## src/obm_pkg.sv

```systemverilog
// Shared types, request codes and field widths for the multicart outer bank mapper.
package obm_pkg;

  localparam int KindW   = 2;
  localparam int DataW   = 8;
  localparam int WindowW = 3;
  localparam int BankW   = 12;
  localparam int DipW    = 3;
  localparam int IdxW    = 2;

  localparam int InTdataW  = 16;
  localparam int OutTdataW = 24;

  localparam logic [KindW-1:0] KIND_WRITE = 2'd0;
  localparam logic [KindW-1:0] KIND_CHR   = 2'd1;
  localparam logic [KindW-1:0] KIND_PRG   = 2'd2;
  localparam logic [KindW-1:0] KIND_READ  = 2'd3;

  localparam logic [DataW-1:0] REG0_RESET = 8'h00;
  localparam logic [DataW-1:0] REG1_RESET = 8'h00;
  localparam logic [DataW-1:0] REG2_RESET = 8'h0F;
  localparam logic [DataW-1:0] REG3_RESET = 8'h00;
  localparam logic [DipW-1:0]  DIP_RESET  = 3'd7;

  // Outer bank state seen by the translate logic
  typedef struct packed {
    logic [DataW-1:0] reg0;
    logic [DataW-1:0] reg1;
    logic [DataW-1:0] reg2;
    logic [DataW-1:0] reg3;
    logic [DipW-1:0]  dip;
  } outer_state_t;

  // One request held in the input register
  typedef struct packed {
    logic [KindW-1:0]   kind;
    logic [DataW-1:0]   data;
    logic [WindowW-1:0] window;
  } request_t;

  typedef struct packed {
    logic [BankW-1:0]   bank;
    logic [WindowW-1:0] window_out;
    logic               open_bus;
    logic               write_taken;
  } result_t;

endpackage

```

## src/multicart_outer_bank_mapper.sv

```systemverilog
// Multicart outer bank mapper: input register, translate logic, result register.
// Throughput: one request per cycle; the input register and the result register each take a
// new request whenever the stage after them is empty or drains in the same cycle.
// Reset clears both valid flags, the write index, the outer registers (00, 00, 0F, 00)
// and sets the DIP switch register to 7.
module multicart_outer_bank_mapper (
  input  logic                            clk,
  input  logic                            rst,
  input  logic                            cfg_wr_en,
  input  logic [obm_pkg::DipW-1:0]        cfg_wr_data,     // dip_switch
  input  logic                            s_axis_tvalid,
  output logic                            s_axis_tready,
  input  logic [obm_pkg::InTdataW-1:0]    s_axis_tdata,    // data[7:0], window[10:8], zeros
  input  logic [obm_pkg::KindW-1:0]       s_axis_tuser,    // kind[1:0]
  output logic                            m_axis_tvalid,
  input  logic                            m_axis_tready,
  // bank[11:0], window_out[14:12], open_bus[15], write_taken[16], zeros
  output logic [obm_pkg::OutTdataW-1:0]   m_axis_tdata
);

  obm_pkg::request_t     req;
  logic                  req_valid;
  logic                  req_advance;
  obm_pkg::outer_state_t state;
  obm_pkg::result_t      res_next;
  obm_pkg::result_t      res;
  logic                  res_valid;

  // advance the held request when the result register is free or drains now
  assign req_advance   = req_valid && (!res_valid || m_axis_tready);
  assign s_axis_tready = !req_valid || req_advance;

  always_ff @(posedge clk) begin
    if (rst) begin
      req_valid <= 1'b0;
    end else if (s_axis_tready) begin
      req_valid <= s_axis_tvalid;
    end
  end

  always_ff @(posedge clk) begin
    if (s_axis_tready && s_axis_tvalid) begin
      req.kind   <= s_axis_tuser;
      req.data   <= s_axis_tdata[7:0];
      req.window <= s_axis_tdata[10:8];
    end
  end

  obm_regs u_regs (
    .clk         (clk),
    .rst         (rst),
    .cfg_wr_en   (cfg_wr_en),
    .cfg_wr_data (cfg_wr_data),
    .wr_en       (req_advance && (req.kind == obm_pkg::KIND_WRITE)),
    .wr_data     (req.data),
    .state       (state)
  );

  obm_xlate u_xlate (
    .req   (req),
    .state (state),
    .res   (res_next)
  );

  always_ff @(posedge clk) begin
    if (rst) begin
      res_valid <= 1'b0;
    end else if (req_advance) begin
      res_valid <= 1'b1;
    end else if (m_axis_tready) begin
      res_valid <= 1'b0;
    end
  end

  always_ff @(posedge clk) begin
    if (req_advance) begin
      res <= res_next;
    end
  end

  assign m_axis_tvalid = res_valid;
  assign m_axis_tdata  = {7'd0, res.write_taken, res.open_bus, res.window_out, res.bank};

endmodule

```

## src/obm_regs.sv

```systemverilog
// Outer bank registers, rotating write index and DIP switch register.
module obm_regs (
  input  logic                        clk,
  input  logic                        rst,
  input  logic                        cfg_wr_en,
  input  logic [obm_pkg::DipW-1:0]    cfg_wr_data,
  input  logic                        wr_en,
  input  logic [obm_pkg::DataW-1:0]   wr_data,
  output obm_pkg::outer_state_t       state
);

  logic [obm_pkg::DataW-1:0] outer_regs [4];
  logic [obm_pkg::IdxW-1:0]  write_index;
  logic [obm_pkg::DipW-1:0]  dip;
  logic                      locked;

  assign locked = outer_regs[3][6];

  always_ff @(posedge clk) begin
    if (rst) begin
      outer_regs[0] <= obm_pkg::REG0_RESET;
      outer_regs[1] <= obm_pkg::REG1_RESET;
      outer_regs[2] <= obm_pkg::REG2_RESET;
      outer_regs[3] <= obm_pkg::REG3_RESET;
      write_index   <= '0;
      dip           <= obm_pkg::DIP_RESET;
    end else begin
      if (cfg_wr_en) begin
        dip <= cfg_wr_data;
      end
      // drop writes once register 3 has locked the bank
      if (wr_en && !locked) begin
        outer_regs[write_index] <= wr_data;
        write_index             <= write_index + 2'd1;
      end
    end
  end

  assign state.reg0 = outer_regs[0];
  assign state.reg1 = outer_regs[1];
  assign state.reg2 = outer_regs[2];
  assign state.reg3 = outer_regs[3];
  assign state.dip  = dip;

  a_lock_sticky: assert property (@(posedge clk) disable iff (rst)
    locked |=> locked)
    else $error("outer register lock released");

  a_index_hold: assert property (@(posedge clk) disable iff (rst)
    !(wr_en && !locked) |=> $stable(write_index))
    else $error("write index moved without a taken write");

  a_index_step: assert property (@(posedge clk) disable iff (rst)
    (wr_en && !locked) |=> write_index == $past(write_index) + 2'd1)
    else $error("write index did not advance on a taken write");

endmodule

```

## src/obm_xlate.sv

```systemverilog
// Bank translation, open-bus check and write status for one request.
module obm_xlate (
  input  obm_pkg::request_t      req,
  input  obm_pkg::outer_state_t  state,
  output obm_pkg::result_t       res
);

  logic [3:0]                  chr_shift;
  logic [obm_pkg::DataW-1:0]   chr_keep;
  logic [obm_pkg::BankW-1:0]   chr_bank;
  logic [4:0]                  prg_keep;
  logic [obm_pkg::DataW-1:0]   prg_outer;
  logic [obm_pkg::BankW-1:0]   prg_bank;

  always_comb begin
    chr_shift = ~state.reg2[3:0];
    chr_keep  = 8'hFF >> chr_shift;
    chr_bank  = {state.reg2[7:4], state.reg0 | (req.data & chr_keep)};

    prg_keep  = ~state.reg3[4:0];
    prg_outer = {state.reg2[7],
                 state.dip[2] ? state.reg2[6] : state.reg1[5],
                 state.dip[1] ? state.reg2[5] : state.reg1[6],
                 state.reg1[4:0]};
    prg_bank  = {4'd0, prg_outer | {3'd0, req.data[4:0] & prg_keep}};

    res.bank        = '0;
    res.window_out  = req.window;
    res.open_bus    = 1'b0;
    res.write_taken = 1'b0;
    case (req.kind)
      obm_pkg::KIND_WRITE: res.write_taken = ~state.reg3[6];
      obm_pkg::KIND_CHR:   res.bank = chr_bank;
      obm_pkg::KIND_PRG:   res.bank = prg_bank;
      obm_pkg::KIND_READ:  res.open_bus = state.dip[0] & state.reg1[7];
      default:             res.bank = '0;
    endcase
  end

endmodule

```

## config.mk

```make
export PLATFORM = sky130hd
export DESIGN_NAME = multicart_outer_bank_mapper
export DESIGN_NICKNAME = d
export VERILOG_FILES = /design/src/obm_pkg.sv /design/src/multicart_outer_bank_mapper.sv /design/src/obm_regs.sv /design/src/obm_xlate.sv
export SDC_FILE = /design/constraint.sdc
export NUM_CORES = 1
export LEC_CHECK = 0
export BUFFER_PORTS_ARGS = -buffer_cell sky130_fd_sc_hd__clkbuf_2
export CELL_PAD_IN_SITES_DETAIL_PLACEMENT = 0
export CELL_PAD_IN_SITES_GLOBAL_PLACEMENT = 1
export CORE_UTILIZATION = 28
export DETAILED_ROUTE_END_ITERATION = 12
export PLACE_DENSITY = 0.62
export SYNTH_ARGS = -nofsm -noshare
export SYNTH_HDL_FRONTEND = slang
export SYNTH_SLANG_ARGS = --single-unit
```

## constraint.sdc

```tcl
create_clock -name clk -period 1.9 [get_ports clk]
set_clock_uncertainty 0.1 [all_clocks]
set_input_delay 0 -clock clk [delete_from_list [all_inputs] [get_ports clk]]
set_output_delay 0 -clock clk [all_outputs]
set_load 0.01 [all_outputs]
```

==> summary.txt <==
Layout
  – Ant. Diodes: 0
  – Area growth, synth to finish: 25.5%
  – # nets final: 293
  – Layout cells sized above 1: 0.265
  – Layout Utilization: 0.360

STA
  – FMAX: 544 MHz
  – Worst-Margin Slew: 0.679 ns
  – Pins over their slew limit: 0
  – Final setup violation count: 0
  – RSZ-0062 raised after global routing: yes
  – Worst setup margin: 0.0610 ns
  – Rel. slew slack: 0.547
  – Final Hold Viols: 0
  – Fin crit share: 0.968
  – Crit path time final: 1.84 ns

Clocking
  – Num CTS Buffers: 9
  – Clock latency on the worst-skew pair: 0.33 ns
  – CTS tree: yes
  – H-tree depth: 3
  – CTS max path bufs: 2
  – Root Buffer: clkbuf_8
  – Clk sinks: 67
  – # Post-CTS Setup Buffers: 0
  – Clk slew on worst S/H paths: 0.07 ns

Worst setup path
  – Crit-path cells: inv_1 -> ha_1 -> nor2b_4 -> and3_1 -> a31o_2
  – Critical path startpoint category: register
  – Req. time, crit path: between 1.5 and 2 ns
  – Setup Crit Path Kind: register to register
  – Crit path DAT: between 1.5 and 2 ns
  – CP max FO: 8
  – Critical Path Max Stage Delay: 0.42 ns
  – Reg2reg start: req[11]$_DFFE_PP_
  – Setup crit end kind: register
  – Worst R2R Setup Slack: 0.06 ns
  – Setup crit start: req[11]$_DFFE_PP_
  – Worst path slowest cell: edfxtp_1

Yosys
  – Most frequent cell after synthesis: edfxtp_1
  – Complex-gate fraction of the synthesized area: 0.0770
  – Post-Syn Instances: 193
  – Area share of fa/ha/maj cells after synthesis: 0.0179
  – Commonest cells in the synthesized netlist: edfxtp_1 (60), and2_1 (22), inv_1 (9), a21oi_1 (8)
  – Synth top area share: 0.645
  – Synth warn: 0
  – Avg Cell Area, Syn: approximately 14 um^2
  – Post-synth EDFFs: 60
  – Mux contribution to synthesized area: 0.0125
  – Top cells by area, synth: edfxtp_1 (64%), dfxtp_1 (5.0%), and2_1 (4.9%)
  – Post-synthesis simple-gate area fraction: 0.152
  – Library cells used by synthesis: 40
  – Xor/xnor share of the synthesized area: 0
  – Syn Std Cell Area: between 2000 and 3000 um^2
  – Seq cells post-synth: 67
  – Post-synth top area cell: edfxtp_1
  – Top FF cell, synth: edfxtp_1
  – Post-synthesis sequential area ratio: 0.695
  – Ys async rst share: 0
  – Largest family of logic cells by synthesized area: simple AND/OR/NAND/NOR gates

Route
  – Avg WL per Cell: 12.6 um
  – Drt drc: 0
  – Final WL: 5060 um
  – Routed via count: around 1700
  – Drt first pass iters: 4
  – Initial DRC count: 60
  – Via-to-Cell Ratio: 4.19
  – Antenna Nets Post-Route: 0

Power and ir drop
  – Clock Power Share: 0.339
  – PD cells: between 800 and 900 nW/um^2
  – Switch Pwr: 0.653 mW
  – Switching Share: 0.225
  – Max VDD drop: just over 300 uV
  – Sequential power share: 0.590
  – Int Pwr: ~2.2 mW
  – Combinational power share: 0.071
  – Cell leakage power: approximately 1.4 nW

Placed design
  – Placer's final routability congestion estimate: 0.711
  – Post-place setup slack: approximately 0.055 ns
  – DP HPWL: 3610 um
  – PortBufs: 39

GRT
  – Total Routing Usage GR: 0.112
  – Vias in the first global route: 1706
  – Global route total overflow: 0
  – Global-route wire length before repair: 8490 um
  – Largest net degree at the start of global routing: 18
  – Antenna violations before repair: 0

Outcome
  – Status: finished, final reports clean

Floorplanning
  – # IOs: 52
  – Die height: around 100 um
  – CORE AREA: 9730 um^2
  – Die Width: 102 um
  – Initial core utilization: 0.287
  – Site row count: 36
  – Die area: 10400 um^2

Hold path
  – Worst Hold Class: primary input to register
  – Hold_sp: s_axis_tdata[5]

Flow run
  – Max-Cap Viols: 0
## cell usage in the layout, fill, tap and decap left out, types with 3 or more instances in the layout
master,instances
conb_1,7
a21oi_1,8
edfxtp_1,60
clkbuf_8,9
a31o_2,4
ha_1,4
a31oi_1,5
clkbuf_2,39
nand2b_1,5
clkinv_2,3
nor2b_1,4
dfxtp_1,7
nor2_1,5
a211o_1,3
inv_1,9
dlygate4sd3_1,24
and2_2,6
and3_1,7
o22ai_1,7
and2_1,22
nand2_1,3
## layer usage
layer,wire [um],track usage,vias to the layer above
li1,-,-,835
met4,41,0.0396,0
met1,2360,0.139,785
met5,0,0,-
met2,2380,0.183,52
met3,271,0.0376,8
## flip-flops by register name, indices dropped and copies added, names as in the netlist
| signal | cells |
|---|---|
| m_axis_tdata | 17 |
| req_valid | 1 |
| req | 13 |
| u_regs.outer_regs | 30 |
| u_regs.dip | 3 |
| m_axis_tvalid | 1 |
| u_regs.write_index | 2 |
## power by group through the flow
stage                     clock, mW  combinational [mW]  sequential, mW
after floorplan                   0               0.106            1.73
after global placement            0               0.167            1.74
after detailed placement          0               0.168            1.74
after CTS                      1.04               0.208            1.71
after global routing           1.10               0.229            1.72
final                         0.983               0.204            1.71
## worst paths after layout
check,endpoint,cells after the start
max reg2reg,u_regs.outer_regs[2][2]$_SDFFCE_PN1P_,5
min,req[8]$_DFFE_PP_,2
min reg2reg,m_axis_tdata[12]$_DFFE_PP_,0
max,u_regs.outer_regs[2][2]$_SDFFCE_PN1P_,5
## through the flow
stage	hold slack, ns	total power, mW	setup TNS, ns	cell area [um^2]	std cells
floorplan	-0.00113	1.84	0	2820	199
global placement	0.0808	1.91	0	3100	361
detailed placement	0.0786	1.91	0	3100	361
CTS	0.253	2.95	0	3510	401
global route	0.266	3.04	-1.30	3510	401
finish	0.278	2.90	0	3510	401
## cells by family (layout without fill, tap and decap cells)
| kind of cell | Yosys count | after routing |
|---|---|---|
| fa+ha+maj | 4 | 4 |
| flops | 67 | 67 |
| buf+inv | 21 | 90 |
| simple gates | 65 | 65 |
| compound gates | 32 | 32 |
| mux | 3 | 3 |
| other cells | 1 | 7 |
## layout make-up
| class | instances | area [um^2] |
|---|---|---|
| timing repair buffer | 65 | 450 |
| sequential | 67 | 1940 |
| fill | 985 | 6220 |
| clock buffer | 11 | 131 |
| clock inverter | 5 | 31.3 |
| inverter | 9 | 33.8 |
| multi-input combinational | 111 | 752 |
| tap | 133 | 166 |
## worst max-delay path: cells and delay by family (launching register included)
| kind | cells | cell delay, ns |
|---|---|---|
| adders and majority gates | 1 | 0.16 |
| and+or+nand+nor | 2 | 0.42 |
| DFF | 1 | 0.42 |
| AOI/OAI and AO/OA | 1 | 0.33 |
| buffers and inverters | 1 | 0.10 |
## timing repair
item                       in CTS  in global routing
hold buffers                   24                  0
hold endpoints to repair       18                  0
setup endpoints to repair       0                 30
resized for setup               0                  0
Power figures use the tool's default switching activity.
